`src/hw/rtl/double_to_hex_float_text_defines.svh`:
```
// ----------------------------------------------------------------------------
// Assertion macros for the hex float text formatter
// Shared concurrent assertion forms, clocked and disabled while in reset.
// ----------------------------------------------------------------------------
`ifndef DOUBLE_TO_HEX_FLOAT_TEXT_DEFINES_SVH
`define DOUBLE_TO_HEX_FLOAT_TEXT_DEFINES_SVH

// Same-cycle implication: the consequent must hold whenever the antecedent does.
`define DHF_ASSERT_IMP(label, clk, rst_n, ante, cons, msg) \
    label: assert property (@(posedge clk) disable iff (!rst_n) (ante) |-> (cons)) \
        else $error(msg);

// Next-cycle implication: the consequent must hold in the cycle after the antecedent.
`define DHF_ASSERT_NXT(label, clk, rst_n, ante, cons, msg) \
    label: assert property (@(posedge clk) disable iff (!rst_n) (ante) |=> (cons)) \
        else $error(msg);

`endif

```
`src/hw/rtl/dhf_pkg.sv`:
```
// ----------------------------------------------------------------------------
// dhf_pkg
// Types, constants and helpers shared by the hex float text formatter.
// ----------------------------------------------------------------------------
package dhf_pkg;

    // Field geometry of an IEEE 754 double.
    localparam int FRAC_W      = 52;
    localparam int EXP_W       = 11;
    localparam int FRAC_DIGITS = 13;
    localparam int CHAR_W      = 7;

    localparam logic [EXP_W-1:0] EXP_BIAS   = 11'h3ff;
    localparam logic [EXP_W-1:0] DENORM_EXP = EXP_BIAS - 11'd1;

    // ASCII codes used in the text.
    localparam logic [CHAR_W-1:0] CH_MINUS = 7'h2d;
    localparam logic [CHAR_W-1:0] CH_PLUS  = 7'h2b;
    localparam logic [CHAR_W-1:0] CH_DOT   = 7'h2e;
    localparam logic [CHAR_W-1:0] CH_ZERO  = 7'h30;
    localparam logic [CHAR_W-1:0] CH_ONE   = 7'h31;
    localparam logic [CHAR_W-1:0] CH_NINE  = 7'h39;
    localparam logic [CHAR_W-1:0] CH_LOW_A = 7'h61;
    localparam logic [CHAR_W-1:0] CH_P     = 7'h70;
    localparam logic [CHAR_W-1:0] CH_X     = 7'h78;

    // Decoded value after the first stage.
    typedef struct packed {
        logic              neg;
        logic              lead_zero;
        logic [FRAC_W-1:0] frac;
        logic              exp_neg;
        logic [EXP_W-1:0]  mag;
    } t_dec;

    // Partly converted exponent after the second stage.
    typedef struct packed {
        logic              neg;
        logic              lead_zero;
        logic [FRAC_W-1:0] frac;
        logic              exp_neg;
        logic              thou;
        logic [3:0]        hund;
        logic [6:0]        rem;
        logic [1:0]        dec_top;
    } t_mid;

    // Everything the character sequencer needs for one value.
    typedef struct packed {
        logic              neg;
        logic              lead_zero;
        logic [FRAC_W-1:0] frac;
        logic              exp_neg;
        logic              has_frac;
        logic [3:0]        frac_last;
        logic [3:0][3:0]   dec;
        logic [1:0]        dec_top;
    } t_item;

    // Character sequencer states: each names the next character to produce.
    typedef enum logic [3:0] {
        S_IDLE,
        S_MINUS,
        S_ZERO,
        S_X,
        S_LEAD,
        S_DOT,
        S_FRAC,
        S_P,
        S_ESIGN,
        S_EDIG
    } t_emit_state;

    // Lower-case hexadecimal digit character.
    function automatic logic [CHAR_W-1:0] hex_char(input logic [3:0] d);
        logic [CHAR_W-1:0] c;
        if (d < 4'd10) begin
            c = CH_ZERO + {3'b000, d};
        end else begin
            c = CH_LOW_A + {3'b000, d} - 7'd10;
        end
        return c;
    endfunction

endpackage

```
`src/hw/rtl/dhf_decode.sv`:
```
// ----------------------------------------------------------------------------
// dhf_decode
// First pipeline stage: splits the double and forms the exponent sign and
// magnitude, covering zero, denormal and normal encodings.
// ----------------------------------------------------------------------------
module dhf_decode (
    input  logic          i_clk,
    input  logic          i_rst_n,
    input  logic          i_valid,
    output logic          o_ready,
    input  logic [63:0]   i_value_bits,
    output logic          o_valid,
    input  logic          i_ready,
    output dhf_pkg::t_dec o_dec
);

    logic [dhf_pkg::EXP_W-1:0]  field;
    logic [dhf_pkg::FRAC_W-1:0] frac;
    dhf_pkg::t_dec              n_dec;
    dhf_pkg::t_dec              r_dec;
    logic                       r_valid;

    assign field = i_value_bits[62:52];
    assign frac  = i_value_bits[dhf_pkg::FRAC_W-1:0];

    // Exponent sign and magnitude for each class of encoding.
    always_comb begin
        n_dec.neg       = i_value_bits[63];
        n_dec.lead_zero = (field == '0);
        n_dec.frac      = frac;
        priority if (field == '0) begin
            n_dec.exp_neg = (frac != '0);
            n_dec.mag     = (frac != '0) ? dhf_pkg::DENORM_EXP : '0;
        end else if (field >= dhf_pkg::EXP_BIAS) begin
            n_dec.exp_neg = 1'b0;
            n_dec.mag     = field - dhf_pkg::EXP_BIAS;
        end else begin
            n_dec.exp_neg = 1'b1;
            n_dec.mag     = dhf_pkg::EXP_BIAS - field;
        end
    end

    // Stage handshake: the register takes a beat whenever it is empty or drains.
    assign o_ready = !r_valid || i_ready;

    always_ff @(posedge i_clk) begin
        if (!i_rst_n) begin
            r_valid <= 1'b0;
        end else if (o_ready) begin
            r_valid <= i_valid;
        end
    end

    always_ff @(posedge i_clk) begin
        if (o_ready && i_valid) begin
            r_dec <= n_dec;
        end
    end

    assign o_valid = r_valid;
    assign o_dec   = r_dec;

endmodule

```
`src/hw/rtl/dhf_digits.sv`:
```
// ----------------------------------------------------------------------------
// dhf_digits
// Second and third pipeline stages: converts the exponent magnitude to
// decimal digits by reciprocal multiplication and finds the last non-zero
// fraction digit.
// ----------------------------------------------------------------------------
`include "double_to_hex_float_text_defines.svh"

module dhf_digits (
    input  logic           i_clk,
    input  logic           i_rst_n,
    input  logic           i_valid,
    output logic           o_ready,
    input  dhf_pkg::t_dec  i_dec,
    output logic           o_valid,
    input  logic           i_ready,
    output dhf_pkg::t_item o_item
);

    dhf_pkg::t_mid  n_b;
    dhf_pkg::t_mid  r_b;
    logic           r_b_valid;
    logic           ready_b;
    dhf_pkg::t_item n_c;
    dhf_pkg::t_item r_c;
    logic           r_c_valid;
    logic           ready_c;

    logic [9:0]     below_k;
    logic [15:0]    prod_h;
    logic [9:0]     sub_h;
    logic [14:0]    prod_t;
    logic [3:0]     tens;
    logic [6:0]     units;
    logic [dhf_pkg::FRAC_DIGITS-1:0][3:0] nibs;
    logic [3:0]     frac_last;

    // Thousands and hundreds; x*41>>12 equals x/100 for x below 1000.
    always_comb begin
        n_b.neg       = i_dec.neg;
        n_b.lead_zero = i_dec.lead_zero;
        n_b.frac      = i_dec.frac;
        n_b.exp_neg   = i_dec.exp_neg;
        n_b.thou      = (i_dec.mag >= 11'd1000);
        below_k       = n_b.thou ? 10'(i_dec.mag - 11'd1000) : i_dec.mag[9:0];
        prod_h        = {6'd0, below_k} * 16'd41;
        n_b.hund      = prod_h[15:12];
        sub_h         = below_k - ({6'd0, n_b.hund} * 10'd100);
        n_b.rem       = sub_h[6:0];
        priority if (i_dec.mag >= 11'd1000) begin
            n_b.dec_top = 2'd3;
        end else if (i_dec.mag >= 11'd100) begin
            n_b.dec_top = 2'd2;
        end else if (i_dec.mag >= 11'd10) begin
            n_b.dec_top = 2'd1;
        end else begin
            n_b.dec_top = 2'd0;
        end
    end

    // Tens and units; x*205>>11 equals x/10 for x below 100.
    always_comb begin
        prod_t = {8'd0, r_b.rem} * 15'd205;
        tens   = prod_t[14:11];
        units  = r_b.rem - ({3'd0, tens} * 7'd10);
    end

    // Position of the last non-zero fraction digit, most significant first.
    always_comb begin
        nibs      = r_b.frac;
        frac_last = '0;
        for (int i = 0; i < dhf_pkg::FRAC_DIGITS; i++) begin
            if (nibs[dhf_pkg::FRAC_DIGITS-1-i] != 4'd0) begin
                frac_last = 4'(i);
            end
        end
    end

    always_comb begin
        n_c.neg       = r_b.neg;
        n_c.lead_zero = r_b.lead_zero;
        n_c.frac      = r_b.frac;
        n_c.exp_neg   = r_b.exp_neg;
        n_c.has_frac  = (r_b.frac != '0);
        n_c.frac_last = frac_last;
        n_c.dec[3]    = {3'd0, r_b.thou};
        n_c.dec[2]    = r_b.hund;
        n_c.dec[1]    = tens;
        n_c.dec[0]    = units[3:0];
        n_c.dec_top   = r_b.dec_top;
    end

    // Handshake for both stages: each takes a beat when empty or draining.
    assign ready_c = !r_c_valid || i_ready;
    assign ready_b = !r_b_valid || ready_c;
    assign o_ready = ready_b;

    always_ff @(posedge i_clk) begin
        if (!i_rst_n) begin
            r_b_valid <= 1'b0;
            r_c_valid <= 1'b0;
        end else begin
            if (ready_b) begin
                r_b_valid <= i_valid;
            end
            if (ready_c) begin
                r_c_valid <= r_b_valid;
            end
        end
    end

    always_ff @(posedge i_clk) begin
        if (ready_b && i_valid) begin
            r_b <= n_b;
        end
        if (ready_c && r_b_valid) begin
            r_c <= n_c;
        end
    end

    assign o_valid = r_c_valid;
    assign o_item  = r_c;

    // The remainder below a hundred must fit two decimal digits.
    `DHF_ASSERT_IMP(a_rem_below_hundred, i_clk, i_rst_n, r_b_valid, r_b.rem < 7'd100, "remainder out of range")
    // Every decimal digit handed on is a real digit.
    `DHF_ASSERT_IMP(a_dec_digits, i_clk, i_rst_n, r_c_valid, r_c.dec[0] <= 4'd9 && r_c.dec[1] <= 4'd9 && r_c.dec[2] <= 4'd9 && r_c.dec[3] <= 4'd1, "decimal digit out of range")
    // A short exponent has no thousands digit.
    `DHF_ASSERT_IMP(a_no_thousands, i_clk, i_rst_n, r_c_valid && r_c.dec_top != 2'd3, r_c.dec[3] == 4'd0, "stray thousands digit")

endmodule

```
`src/hw/rtl/dhf_emit.sv`:
```
// ----------------------------------------------------------------------------
// dhf_emit
// Character sequencer: walks one decoded value through its text, one
// character per beat, into an output register that parts it from the sink.
// ----------------------------------------------------------------------------
`include "double_to_hex_float_text_defines.svh"

module dhf_emit (
    input  logic                         i_clk,
    input  logic                         i_rst_n,
    input  logic                         i_valid,
    output logic                         o_ready,
    input  dhf_pkg::t_item               i_item,
    output logic                         o_valid,
    input  logic                         i_ready,
    output logic [dhf_pkg::CHAR_W-1:0]   o_text_char,
    output logic                         o_last_char
);

    dhf_pkg::t_emit_state              r_state;
    dhf_pkg::t_emit_state              n_state;
    dhf_pkg::t_item                    r_item;
    logic [3:0]                        r_frac_idx;
    logic [3:0]                        n_frac_idx;
    logic [1:0]                        r_dig_idx;
    logic [1:0]                        n_dig_idx;
    logic                              r_out_valid;
    logic [dhf_pkg::CHAR_W-1:0]        r_out_char;
    logic                              r_out_last;

    logic                              advance;
    logic                              item_done;
    logic                              take;
    logic [dhf_pkg::CHAR_W-1:0]        cur_char;
    logic                              cur_last;
    logic [dhf_pkg::FRAC_DIGITS-1:0][3:0] nibs;

    // A character is produced whenever a value is held and the output slot frees.
    assign advance   = (r_state != dhf_pkg::S_IDLE) && (!r_out_valid || i_ready);
    assign item_done = advance && (r_state == dhf_pkg::S_EDIG) && (r_dig_idx == 2'd0);
    assign o_ready   = (r_state == dhf_pkg::S_IDLE) || item_done;
    assign take      = i_valid && o_ready;

    // Next state and position counters.
    always_comb begin
        n_state    = r_state;
        n_frac_idx = r_frac_idx;
        n_dig_idx  = r_dig_idx;
        if (advance) begin
            unique case (r_state)
                dhf_pkg::S_IDLE:  n_state = dhf_pkg::S_IDLE;
                dhf_pkg::S_MINUS: n_state = dhf_pkg::S_ZERO;
                dhf_pkg::S_ZERO:  n_state = dhf_pkg::S_X;
                dhf_pkg::S_X:     n_state = dhf_pkg::S_LEAD;
                dhf_pkg::S_LEAD: begin
                    n_state = r_item.has_frac ? dhf_pkg::S_DOT : dhf_pkg::S_P;
                end
                dhf_pkg::S_DOT: begin
                    n_state    = dhf_pkg::S_FRAC;
                    n_frac_idx = 4'd0;
                end
                dhf_pkg::S_FRAC: begin
                    if (r_frac_idx == r_item.frac_last) begin
                        n_state = dhf_pkg::S_P;
                    end else begin
                        n_frac_idx = r_frac_idx + 4'd1;
                    end
                end
                dhf_pkg::S_P:     n_state = dhf_pkg::S_ESIGN;
                dhf_pkg::S_ESIGN: begin
                    n_state   = dhf_pkg::S_EDIG;
                    n_dig_idx = r_item.dec_top;
                end
                dhf_pkg::S_EDIG: begin
                    if (r_dig_idx == 2'd0) begin
                        n_state = dhf_pkg::S_IDLE;
                    end else begin
                        n_dig_idx = r_dig_idx - 2'd1;
                    end
                end
                default: n_state = dhf_pkg::S_IDLE;
            endcase
        end
        // A new value starts as the previous one finishes or from idle.
        if (take) begin
            n_state = i_item.neg ? dhf_pkg::S_MINUS : dhf_pkg::S_ZERO;
        end
    end

    // Character for the current state.
    always_comb begin
        nibs     = r_item.frac;
        cur_last = 1'b0;
        unique case (r_state)
            dhf_pkg::S_IDLE:  cur_char = dhf_pkg::CH_ZERO;
            dhf_pkg::S_MINUS: cur_char = dhf_pkg::CH_MINUS;
            dhf_pkg::S_ZERO:  cur_char = dhf_pkg::CH_ZERO;
            dhf_pkg::S_X:     cur_char = dhf_pkg::CH_X;
            dhf_pkg::S_LEAD: begin
                cur_char = r_item.lead_zero ? dhf_pkg::CH_ZERO : dhf_pkg::CH_ONE;
            end
            dhf_pkg::S_DOT:   cur_char = dhf_pkg::CH_DOT;
            dhf_pkg::S_FRAC: begin
                cur_char = dhf_pkg::hex_char(nibs[4'(dhf_pkg::FRAC_DIGITS - 1) - r_frac_idx]);
            end
            dhf_pkg::S_P:     cur_char = dhf_pkg::CH_P;
            dhf_pkg::S_ESIGN: begin
                cur_char = r_item.exp_neg ? dhf_pkg::CH_MINUS : dhf_pkg::CH_PLUS;
            end
            dhf_pkg::S_EDIG: begin
                cur_char = dhf_pkg::CH_ZERO + {3'b000, r_item.dec[r_dig_idx]};
                cur_last = (r_dig_idx == 2'd0);
            end
            default:          cur_char = dhf_pkg::CH_ZERO;
        endcase
    end

    // Control registers.
    always_ff @(posedge i_clk) begin
        if (!i_rst_n) begin
            r_state     <= dhf_pkg::S_IDLE;
            r_out_valid <= 1'b0;
        end else begin
            r_state <= n_state;
            if (!r_out_valid || i_ready) begin
                r_out_valid <= advance;
            end
        end
    end

    // Held value, counters and output beat.
    always_ff @(posedge i_clk) begin
        r_frac_idx <= n_frac_idx;
        r_dig_idx  <= n_dig_idx;
        if (take) begin
            r_item <= i_item;
        end
        if (advance) begin
            r_out_char <= cur_char;
            r_out_last <= cur_last;
        end
    end

    assign o_valid     = r_out_valid;
    assign o_text_char = r_out_char;
    assign o_last_char = r_out_last;

    // Every text opens with a sign or the zero of the prefix.
    `DHF_ASSERT_NXT(a_start_state, i_clk, i_rst_n, take, r_state == dhf_pkg::S_MINUS || r_state == dhf_pkg::S_ZERO, "bad start state")
    // The fraction walk never passes the last non-zero digit.
    `DHF_ASSERT_IMP(a_frac_bound, i_clk, i_rst_n, r_state == dhf_pkg::S_FRAC, r_frac_idx <= r_item.frac_last, "fraction index overrun")
    // The final character of a text is always a decimal digit.
    `DHF_ASSERT_IMP(a_last_digit, i_clk, i_rst_n, r_out_valid && r_out_last, r_out_char >= dhf_pkg::CH_ZERO && r_out_char <= dhf_pkg::CH_NINE, "last character not a digit")
    // The exponent walk stays within the digits present.
    `DHF_ASSERT_IMP(a_dig_bound, i_clk, i_rst_n, r_state == dhf_pkg::S_EDIG, r_dig_idx <= r_item.dec_top, "exponent digit index overrun")

endmodule

```
`src/hw/rtl/double_to_hex_float_text.sv`:
```
// ----------------------------------------------------------------------------
// double_to_hex_float_text
// Formats a raw IEEE 754 double as hexadecimal floating-point text, one
// ASCII character per output beat, with a flag on the final character.
//
//   Channel  Direction  Handshake          Payload
//   value    in         i_valid, o_ready   i_value_bits[63:0]
//   text     out        o_valid, i_ready   o_text_char[6:0], o_last_char
//
// A value passes three register stages (decode, hundreds, tens and digit
// scan) and reaches the character sequencer, whose output register
// presents its first character to the sink.
// Each value then occupies the sequencer, one character per cycle while the
// sink is ready, so the output port sets the rate; the next value is taken in
// the cycle that produces the last character of the previous one.
// Reset clears all valid bits and the sequencer; a stall holds every stage.
// ----------------------------------------------------------------------------
module double_to_hex_float_text (
    input  logic        i_clk,
    input  logic        i_rst_n,
    input  logic        i_valid,
    output logic        o_ready,
    input  logic [63:0] i_value_bits,
    output logic        o_valid,
    input  logic        i_ready,
    output logic [6:0]  o_text_char,
    output logic        o_last_char
);

    dhf_pkg::t_dec  dec_bus;
    logic           dec_valid;
    logic           dec_ready;
    dhf_pkg::t_item item_bus;
    logic           item_valid;
    logic           item_ready;

    // Field split and exponent magnitude.
    dhf_decode u_decode (
        .i_clk        (i_clk),
        .i_rst_n      (i_rst_n),
        .i_valid      (i_valid),
        .o_ready      (o_ready),
        .i_value_bits (i_value_bits),
        .o_valid      (dec_valid),
        .i_ready      (dec_ready),
        .o_dec        (dec_bus)
    );

    // Decimal exponent digits and fraction length.
    dhf_digits u_digits (
        .i_clk   (i_clk),
        .i_rst_n (i_rst_n),
        .i_valid (dec_valid),
        .o_ready (dec_ready),
        .i_dec   (dec_bus),
        .o_valid (item_valid),
        .i_ready (item_ready),
        .o_item  (item_bus)
    );

    // Character sequencer and output register.
    dhf_emit u_emit (
        .i_clk       (i_clk),
        .i_rst_n     (i_rst_n),
        .i_valid     (item_valid),
        .o_ready     (item_ready),
        .i_item      (item_bus),
        .o_valid     (o_valid),
        .i_ready     (i_ready),
        .o_text_char (o_text_char),
        .o_last_char (o_last_char)
    );

endmodule
```
`config.mk`:
```
export PLATFORM = sky130hd
export DESIGN_NAME = double_to_hex_float_text
export DESIGN_NICKNAME = d
export VERILOG_FILES = /design/src/hw/rtl/dhf_pkg.sv /design/src/hw/rtl/dhf_decode.sv /design/src/hw/rtl/dhf_digits.sv /design/src/hw/rtl/dhf_emit.sv /design/src/hw/rtl/double_to_hex_float_text.sv
export VERILOG_INCLUDE_DIRS = /design/src /design/src/hw/rtl
export SDC_FILE = /design/constraint.sdc
export NUM_CORES = 1
export LEC_CHECK = 0
export BUFFER_PORTS_ARGS = -buffer_cell sky130_fd_sc_hd__buf_4
export CORE_ASPECT_RATIO = 0.9
export CORE_MARGIN = 2
export CORE_UTILIZATION = 40
export CTS_BUF_LIST = sky130_fd_sc_hd__clkbuf_4
export DETAILED_ROUTE_END_ITERATION = 12
export HOLD_SLACK_MARGIN = 0.15
export PLACE_DENSITY = 0.58
export SETUP_SLACK_MARGIN = 0.4
export SYNTH_ARGS = -nofsm -noshare
export SYNTH_HDL_FRONTEND = slang
export SYNTH_SLANG_ARGS = --single-unit
```
`constraint.sdc`:
```
create_clock -name i_clk -period 9.4 [get_ports i_clk]
set_input_delay 0.47 -clock i_clk [delete_from_list [all_inputs] [get_ports i_clk]]
set_output_delay 0.47 -clock i_clk [all_outputs]
set_load 0.05 [all_outputs]
```
==> results.toml, run 1 <==
[run_status]
status = "finished, final reports clean"

[finish]
area.sequential_um2 = 9109
fin_cells = 1490
area_delta_synth_final_pct = 20.10
fin_area_um2 = 15720
drive_gt1_frac = 0.2181
fillCellCount = 2776
nNetsFinal = 1184
multiInputGateArea_um2 = 3732

[cts]
insertion_delay_ps = 670
cts_made_buffers = 77
postCtsSetupBuffers = 0
clockBufferDepth = 3
cts_tree = "done"
cts_sinks = 306
cts_root_buffer = "clkbuf_4"
h-tree-depth = 3
clk_pin_slew_ps = 60

[synthesis]
synth_cell_types = 69
avgSynthCellArea_um2 = 16.10
synth_top_family_by_area = "adder cells"
synth_edf_count = 298
syn_nets = 977
ys_seq_area_frac = 0.6958
synth_compound_gate_area_share = 0.05801
syn_area_um2 = 13090
synth_ff_type = "edfxtp_1"
synth_cells = 813
async_flop_share = 0
synth_xor_area_frac = 0.02686
yosys.area_share.simple = 0.06681
synth.ff_latch_count = 306
synth_fa_ha_area_frac = 0.09978
synthMuxAreaShare = 0.03020
synth-warning-count = 0

[timing]
maxSlewViolCount = 0
fin_crit_sh = 0.6574
setup_ws_ps = 3220
fmax_mhz = 161.8
hold_viol_final = 0
rsz0062_at_grt = "false"
min_period_ps = 6180
fin_skew_ps = 46.77
setup_viol = 0
worst_pin_slew_ps = 955.8
tns_ps = 0
slew_headroom = 0.3628

[routing]
drt_wl_total_um = 23430
num_vias = 7264
wl_per_cell_um = 15.72
drtAntennaViolNets = 0
drc = 0
via_per_inst = 4.875
drt_first_pass_iters = 4
drt_iter0_drc = 462

[grt]
grt_max_degree = 76
grt_pass1_vias = 7521
track_usage = 0.1449
grt-ovfl-total = 0
grt_pass1_wl_um = 38750
antenna_found_initial = 1

[critical_path]
critPathSlowestCell = "edfxtp_1"
cp_data_arrival_time_ps = 6550
crit_chain = "inv_1 -> ha_1 -> a21bo_1 -> a21oi_1 -> inv_1 -> a21oi_1 -> ha_1 -> fa_1 -> ha_1 -> ha_1 -> a21o_1 -> a21oi_1 -> o21ai_2 -> a31o_2 -> a2111oi_0 -> nand3b_1 -> ha_1 -> inv_1 -> ha_1 -> a21oi_1 -> xor2_1 -> xnor2_1 -> xnor3_1"
crit_required_ps = 9770
criticalPathCategory = "reg -> reg"
start_kind = "flop"
cp-end-kind = "flop"
cp_max_fo = 8
slowest_delay_ps = 500
cpMostUsedCell = "ha_1"

[placement]
post-place-ws_ps = 3229
dp_cells = 1299
dpl-instance-area_um2 = 14190
dp_hpwl_um = 15900
io_buffer_count = 77
place_congestion = 0.7923

[pwr]
power_density_nw_per_um2 = 278.7
leakagePower_uw = 0.005915
irDropWorstVdd_uv = 159.0

[run]
drv_cap = 0

[floorplanning]
io_pins = 78
core_um2 = 32040
fp-row-count = 62
fp.dieArea_um2 = 34190
die_w_um = 194.7
die_height_um = 175.6
start_util = 0.4086

[worst_hold_path]
hp-class = "in -> reg"
==> final cells by class <==
| cell class | instances | area share |
|---|---|---|
| clock inverters | 24 | 0.008754 |
| diodes | 1 | 0.0001592 |
| inverters | 57 | 0.01361 |
| clock buffers | 108 | 0.05157 |
| repair buffers | 140 | 0.07608 |
| multi-input cells | 438 | 0.2374 |
| flip-flops and latches | 306 | 0.5793 |
| well taps | 416 | 0.03311 |
==> kinds of logic (layout without fill, tap and decap cells) <==
kind of cell | after synthesis | count (layout)
DFF | 306 | 306
xor gates and xnor gates | 36 | 36
AOI/OAI and AO/OA | 116 | 116
other | 1 | 2
muxes | 24 | 24
adders and majority gates | 96 | 96
and+or+nand+nor | 165 | 165
buffers and inverters | 69 | 329
==> Yosys cell counts (3+ instances only) <==
| master | instances | area (um^2) |
|---|---|---|
| edfxtp_1 | 298 | 8949 |
| ha_1 | 82 | 1026 |
| inv_1 | 56 | 210.2 |
| nor2_1 | 35 | 131.4 |
| a21oi_1 | 33 | 165.2 |
| nand2_1 | 29 | 108.9 |
| nor4_1 | 25 | 156.4 |
| xnor2_1 | 23 | 201.4 |
| o21ai_0 | 21 | 105.1 |
| nand3_1 | 16 | 80.08 |
| a21o_1 | 15 | 112.6 |
| fa_1 | 14 | 280.3 |
| mux4_2 | 12 | 270.3 |
| nand4_1 | 10 | 62.56 |
| nor3_1 | 10 | 50.05 |
| a31oi_1 | 9 | 56.30 |
| nor2b_1 | 9 | 56.30 |
| or4_1 | 9 | 67.56 |
| xor2_1 | 9 | 78.83 |
| dfxtp_1 | 8 | 160.2 |
| mux2i_1 | 8 | 80.08 |
| nand2b_1 | 5 | 31.28 |
| a31o_2 | 4 | 35.03 |
| clkbuf_1 | 4 | 15.01 |
| mux2_2 | 4 | 45.04 |
| a21boi_0 | 3 | 22.52 |
| a41o_1 | 3 | 30.03 |
| and3_1 | 3 | 18.77 |
| buf_6 | 3 | 33.78 |
| o22ai_1 | 3 | 18.77 |
| or3_1 | 3 | 18.77 |
| xor2_2 | 3 | 48.80 |
==> metrics by stage <==
step | util | hold WS [ps] | total power (uW)
5_1_grt | 0.4907 | 166.0 | 4774
4_1_cts | 0.4907 | 177.7 | 4456
2_1_floorplan | - | 400.3 | 2988
3_3_place_gp | 0.4429 | 400.7 | 3307
6_report | 0.4907 | 229.1 | 4383
3_5_place_dp | 0.4429 | 404.5 | 3342
==> repair_timing <==
action	in CTS	in global routing
hold buffers	58	0
resized for setup	0	0
hold endpoints to repair	63	0
==> worst max-delay path: cells and delay by family, from the launching register on <==
family	cells	cell delay, ps
DFF	1	500
adders and majority gates	7	2140
buffers and inverters	3	330
xor gates and xnor gates	3	560
AOI/OAI and AO/OA	9	2190
and+or+nand+nor	1	170
==> layout by cell type, fill, tap and decap left out, drive strengths merged, types with 3 or more instances in the layout <==
master,count
edfxtp,298
clkbuf,108
ha,82
buf,82
inv,60
dlygate4sd3,58
nor2,35
a21oi,33
nand2,29
nor4,25
o21ai,25
xnor2,23
clkinv,19
nand3,16
a21o,15
fa,14
mux4,12
xor2,12
nor3,11
nand4,10
or4,9
nor2b,9
a31oi,9
mux2i,8
dfxtp,8
nand2b,5
a31o,4
mux2,4
a21boi,4
and3,3
a41o,3
o22ai,3
or3,3
==> where the power goes <==
| part | internal, uW | switching, uW |
|---|---|---|
| combinational | 697 | 836 |
| sequential | 1730 | 63.3 |
| clock | 561 | 499 |
==> state kept, by name, summed over array words and instances, names as in the netlist, 2 cells and up <==
signal	count
u_digits.o_item	75
u_digits.n_c	10
u_emit.r_item	22
u_decode.o_dec	66
u_emit.r_dig_idx	2
u_digits.nibs	52
u_emit.nibs	52
u_emit.r_state	4
u_emit.o_text_char	7
u_digits.r_b	7
u_emit.r_frac_idx	4
==> metal layers <==
metal,track usage,part of all wire,up-vias
met5,0,0,-
met2,0.2233,0.45,156
met1,0.2042,0.49,3459
met3,0.03187,0.038,35
li1,-,-,3614
met4,0.05000,0.017,0
==> worst paths after layout <==
| path | from | endpoint | slack [ps] | cells after the start |
|---|---|---|---|---|
| max | u_decode.o_dec[3] | u_digits.r_b[8] | 3220 | 23 |
| min | i_value_bits[58] | u_decode.o_dec[6] | 230 | 3 |
| max reg2reg | u_decode.o_dec[3] | u_digits.r_b[8] | 3220 | 23 |
| min reg2reg | u_decode.o_dec[17] | u_digits.nibs[5] | 400 | 0 |
Power figures use the tool's default switching activity.
==> run 2: changes to the inputs <==
- ABC_AREA: unset -> 1
- PLACE_DENSITY: 0.58 -> 0.6
- clock period: 9.4 -> 5.6 ns (I/O delays scaled with it)
==> run 2 against run 1 <==
  * Critical path depth is 12 higher
  * Combinational power up 87%
  * Sequential share of layout area shrank 3.1 points
==> results.toml, run 2 <==
[run_status]
status = "finished, final reports clean"

[cts]
cts_root_buffer = "clkbuf_4"
clk_pin_slew_ps = 80
cts_tree = "done"
h-tree-depth = 3
insertion_delay_ps = 690
clockBufferDepth = 3
cts_made_buffers = 74
cts_sinks = 306

[synthesis]
synth.ff_latch_count = 306
netlist.area_leader.share = 0.6734
ys_seq_area_frac = 0.6854
synth_top_area_cell = "edfxtp_1"
synth_cell_types = 43
async_flop_share = 0
syn_area_um2 = 13290
syn_nets = 1149
avgSynthCellArea_um2 = 13.49
ys_top_cells_by_area = "edfxtp_1 (67%), ha_1 (7.7%), inv_1 (3.4%), nand2_1 (3.2%), nor2_1 (2.3%)"
synthTopCellsByCount = "edfxtp_1 (298), inv_1 (120), nand2_1 (112)"
synth_edf_count = 298
synth-warning-count = 0
synth_cells = 985
synth_most_common_cell = "edfxtp_1"
synth_ff_type = "edfxtp_1"

[finish]
postLayoutCoreUtil = 0.5052
final_cell_mix = "edfxtp_1 (298), buf_4 (110), inv_1 (109)"
area_delta_synth_final_pct = 24.95
multiInputGateArea_um2 = 3943
largest_reg_flops = 75
nNetsFinal = 1401
area.sequential_um2 = 9109
fin_cells = 1709
drive_gt1_frac = 0.2381
fillCellCount = 2782
layout_commonest_cell = "edfxtp_1"

[routing]
drt_wl_total_um = 25160
wl_per_cell_um = 14.72
num_vias = 8114
drt_first_pass_iters = 5
via_per_inst = 4.748
drtAntennaViolNets = 0
drc = 0
drt_iter0_drc = 496

[grt]
grt-ovfl-total = 0
track_usage = 0.1497
antenna_found_initial = 2
grt_pass1_vias = 8327
grt_max_degree = 42
grt_pass1_wl_um = 40710

[worst_hold_path]
holdPathEnd = "u_decode.o_dec[65]"
hp-class = "in -> reg"
min_path_cells = 2
worstHoldStart = "i_value_bits[63]"

[run]
drv_cap = 0

[placement]
dp_hpwl_um = 16710
dp_cells = 1482
io_buffer_count = 77
place_congestion = 0.8931
post-place-ws_ps = 29.29

[critical_path]
cp-end-kind = "flop"
start_kind = "flop"
slowest_delay_ps = 380
cpMostUsedCell = "ha_4"
cp_max_fo = 4
cp_top_family = "simple AND/OR/NAND/NOR gates"
crit_required_ps = 6050
rrSetupSlack_ps = 310
cp_data_arrival_time_ps = 5750
reg2reg_depth = 35
path_buf_inv = 5
critPathSlowestCell = "edfxtp_1"
rr_endpoint = "u_digits.r_b[8]"
criticalPathCategory = "reg -> reg"
r2r-start = "u_decode.o_dec[3]"

[pwr]
p_switching_uw = 2600
swShare = 0.3388
pwr-share-clk = 0.236
irDropWorstVdd_uv = 366.6
seqPwrFrac = 0.392
p_int_uw = 5074
pwr-share-comb = 0.373
leakagePower_uw = 0.006517
power_density_nw_per_um2 = 462.1

[floorplanning]
fp-row-count = 63
io_pins = 78
core_um2 = 32870
fp.dieArea_um2 = 34700
start_util = 0.4043
die_w_um = 196.1
die_height_um = 176.9

[timing]
fmax_mhz = 189.0
slew_headroom = 0.3177
worst_pin_slew_ps = 1021
setup_ws_ps = 307.6
maxSlewViolCount = 0
hold_viol_final = 0
setup_viol = 0
fin_skew_ps = 56.00
fin_crit_sh = 0.9451
min_period_ps = 5292
rsz0062_at_grt = "true"
## run 2: cell count changes after synthesis, moves of 8 or more
cell | before | now
inv_1 | 56 | 120
xnor2_1 | 23 | 12
nor2_1 | 35 | 82
nor2b_1 | 9 | 0
a21o_1 | 15 | 1
mux2i_1 | 8 | 0
mux4_2 | 12 | 0
a21oi_1 | 33 | 23
or4_1 | 9 | 0
xor2_1 | 9 | 18
nand2_1 | 29 | 112
o21ai_0 | 21 | 57
nand3_1 | 16 | 34
## run 2: per-stage QoR
stage                     hold WS (ps)  cell area [um^2]  setup TNS (ps)  power [uW]
after floorplan                  377.6             13380               0        5084
after global placement           401.3             14480               0        5683
after detailed placement         404.5             14480               0        5717
after CTS                        282.1             16390               0        7691
after global routing             272.1             16600          -29.35        8365
final                            352.5             16600               0        7674
## run 2: how the worst max path moves through the flow
stage / from / to / slack [ps] / depth (start not counted)
after CTS: u_decode.o_dec[4] / u_digits.r_b[8] / 400 / 37
after global placement: u_decode.o_dec[4] / u_digits.r_b[8] / 150 / 35
after global routing: u_decode.o_dec[4] / u_digits.r_b[8] / -30 / 34
final: u_decode.o_dec[3] / u_digits.r_b[8] / 310 / 35
after floorplan: u_decode.o_dec[3] / u_digits.r_b[8] / 420 / 35
after detailed placement: u_decode.o_dec[4] / u_digits.r_b[8] / 30 / 35
## run 2: per-layer routing
metal  wire length [um]  GRT usage  up-vias
li1                   -          -     4073
met1              11750     0.1960     3813
met2              11890     0.2445      195
met3               1152    0.03697       33
met4                375    0.05240        0
met5                  0          0        -
## run 2: worst register-to-register path: cells and delay by family, from the launching register on
kind | cells | cell delay (ps)
simple gates | 18 | 1700
buf+inv | 5 | 330
xor+xnor | 2 | 370
compound gates | 3 | 630
fa+ha+maj | 7 | 1700
flops | 1 | 380
## run 2: power groups by stage
| stage | clock, uW | combinational [uW] | sequential (uW) |
|---|---|---|---|
| floorplan | 0 | 1950 | 3130 |
| global placement | 0 | 2630 | 3050 |
| detailed placement | 0 | 2660 | 3060 |
| CTS | 1870 | 2810 | 3010 |
| global route | 1990 | 3350 | 3030 |
| finish | 1810 | 2860 | 3000 |
## run 2: cell type report
| type | instances | share of cell area |
|---|---|---|
| Antenna cell | 2 | 0.0003014 |
| Clock buffer | 102 | 0.04612 |
| Clock inverter | 22 | 0.01017 |
| Inverter | 128 | 0.02909 |
| Multi-Input combinational cell | 540 | 0.2374 |
| Sequential cell | 306 | 0.5486 |
| Tap cell | 422 | 0.03180 |
| Timing Repair Buffer | 187 | 0.09653 |
## run 2: cell families (layout without fill, tap and decap cells)
group / after synthesis / after routing / share of synthesized area
AOI/OAI and AO/OA: 119 / 119 / 0.05160
xor gates and xnor gates: 32 / 32 / 0.02392
adders and majority gates: 96 / 96 / 0.09830
buffers and inverters: 139 / 439 / 0.04227
DFF: 306 / 306 / 0.6854
other: 1 / 3 / 0.0002822
and+or+nand+nor: 292 / 292 / 0.09820
## run 2: what timing repair did
item,4_1_cts,5_1_grt
endpoints found under the hold margin,73,0
pin swaps,12,32
setup endpoints to repair,1,2
resized for setup,15,35
hold buffers,72,0
setup buffers,23,6
==> run 3: changes to the inputs <==
- CORE_ASPECT_RATIO: 0.9 -> 1.75
- CTS_CLUSTER_DIAMETER: unset -> 40
==> run 3 against run 2 <==
  * Core utilization grew 0.67 points
  * Count of clock-buffer cells in the layout fell by 6
  * Total power rose by 3.6%
  * Critical path type unchanged
  * Largest power group is now combinational cells
  * Highest routed layer unchanged
==> results.toml, run 3 (synthesized netlist as in run 2, its figures left out) <==
[routing]
drt_first_pass_iters = 7
drt_iter0_drc = 319
drc = 0
wl_per_cell_um = 15.37
drtAntennaViolNets = 0
drt_wl_total_um = 26310
num_vias = 8315
via_per_inst = 4.860

[critical_path]
cp_max_fo = 5
crit_required_ps = 6060
path_buf_inv = 6
criticalPathCategory = "reg -> reg"
slowest_delay_ps = 500
start_kind = "flop"
cp-end-kind = "flop"
cp_data_arrival_time_ps = 5800
cpMostUsedCell = "nand2_2"
critPathSlowestCell = "fa_1"
cp_top_family = "adder cells"

[floorplanning]
io_pins = 78
core_um2 = 32810
fp.dieArea_um2 = 34750
die_height_um = 245.1
die_w_um = 141.8
start_util = 0.4050
fp-row-count = 88

[run]
drv_cap = 0

[pwr]
pwr-share-comb = 0.380
leakagePower_uw = 0.006581
seqPwrFrac = 0.378
irDropWorstVdd_uv = 335.3
pwr-share-clk = 0.242
p_int_uw = 5251
swShare = 0.3396
p_switching_uw = 2701
power_density_nw_per_um2 = 473.5
power_uw = 7952

[finish]
layout_commonest_cell = "edfxtp_1"
largest_reg_flops = 75
area_delta_synth_final_pct = 26.37
drive_gt1_frac = 0.2345
final_cell_mix = "edfxtp_1 (298), buf_4 (124), inv_1 (113)"
fin_area_um2 = 16790
fin_cells = 1711
nNetsFinal = 1415

[cts]
h-tree-depth = 3
clk_pin_slew_ps = 80
cts_tree = "done"
clockBufferDepth = 3
cts_root_buffer = "clkbuf_4"
insertion_delay_ps = 720
cts_made_buffers = 71
cts_sinks = 306

[timing]
slew_headroom = 0.3424
setup_viol = 0
tns_ps = 0
fin_skew_ps = 48.65
hold_viol_final = 0
min_period_ps = 5347
fin_crit_sh = 0.9549
worst_pin_slew_ps = 986.3
hold_slack_ps = 290.8
maxSlewViolCount = 0
fmax_mhz = 187.0
rsz0062_at_grt = "true"

[grt]
grt_pass1_vias = 8701
grt_max_degree = 70
grt-ovfl-total = 0
track_usage = 0.1558
grt_pass1_wl_um = 41730
antenna_found_initial = 1

[run_status]
status = "finished, final reports clean"

[placement]
place_congestion = 0.8658
dpl-instance-area_um2 = 14480
dp_cells = 1467
io_buffer_count = 77
dp_hpwl_um = 17900

[worst_hold_path]
hp-class = "in -> reg"
==> run 3: cell count changes in the layout (fill, tap and decap cells not counted), moves of 4 or more <==
cell	delta
nor2_4	-5
clkinv_1	+10
dlygate4sd3_1	+7
ha_1	-4
inv_1	+4
clkbuf_4	-6
inv_2	-9
buf_4	+14
buf_6	-4
==> run 3: worst paths after layout <==
check | startpoint | to | slack (ps) | cells past startpoint
min reg2reg | u_digits.o_item[52] | u_emit.nibs[28] | 380 | 0
max | u_decode.o_dec[4] | u_digits.r_b[8] | 250 | 34
max reg2reg | u_decode.o_dec[4] | u_digits.r_b[8] | 250 | 34
min | i_value_bits[41] | u_decode.o_dec[53] | 290 | 2
==> run 3: worst register-to-register path, delay by kind of cell (launching register included) <==
family	cells	cell delay [ps]
AO/OA/AOI/OAI	3	620
XOR/XNOR	2	310
adder cells (fa/ha/maj)	6	1880
buffers and inverters	6	410
flip-flops	1	410
AND/OR/NAND/NOR	17	1500
==> run 3: power by group through the flow <==
stage	Sequential [uW]	Clock [uW]	Combinational (uW)
floorplan	3130	0	1950
global placement	3050	0	2660
detailed placement	3060	0	2740
CTS	3010	2010	2890
global route	3030	2120	3470
finish	3010	1930	3020
==> run 3: repair_timing <==
| action | CTS | global route |
|---|---|---|
| hold buffers | 79 | 0 |
| gates cloned | 0 | 0 |
| pin swaps | 24 | 24 |
| setup buffers | 28 | 9 |
| resized for setup | 7 | 31 |
| hold endpoints to repair | 73 | 0 |
| setup endpoints to repair | 1 | 2 |
==> run 3: area by class of cell <==
type,count,area (um^2)
fill,2804,16020
sequential,306,9109
multi-input combinational,540,3949
timing repair buffer,204,1733
clock buffer,96,720.7
tap,405,506.7
inverter,128,483.0
clock inverter,31,290.3
antenna,1,2.502
==> run 3: per-layer routing <==
metal  vias to the layer above  track usage  part of all wire
li1                       4093            -                 -
met1                      3966       0.1439              0.35
met2                       192       0.3073              0.57
met3                        64      0.03336             0.034
met4                         0      0.08618             0.039
met5                         -            0                 0
==> run 3: stage by stage <==
step / worst slack, ps / utilization
6_report: 252.7 / 0.5118
5_1_grt: 12.11 / 0.5118
4_1_cts: 306.6 / 0.5035
3_5_place_dp: 24.93 / 0.4412
3_3_place_gp: 101.4 / 0.4412
2_1_floorplan: 417.6 / -
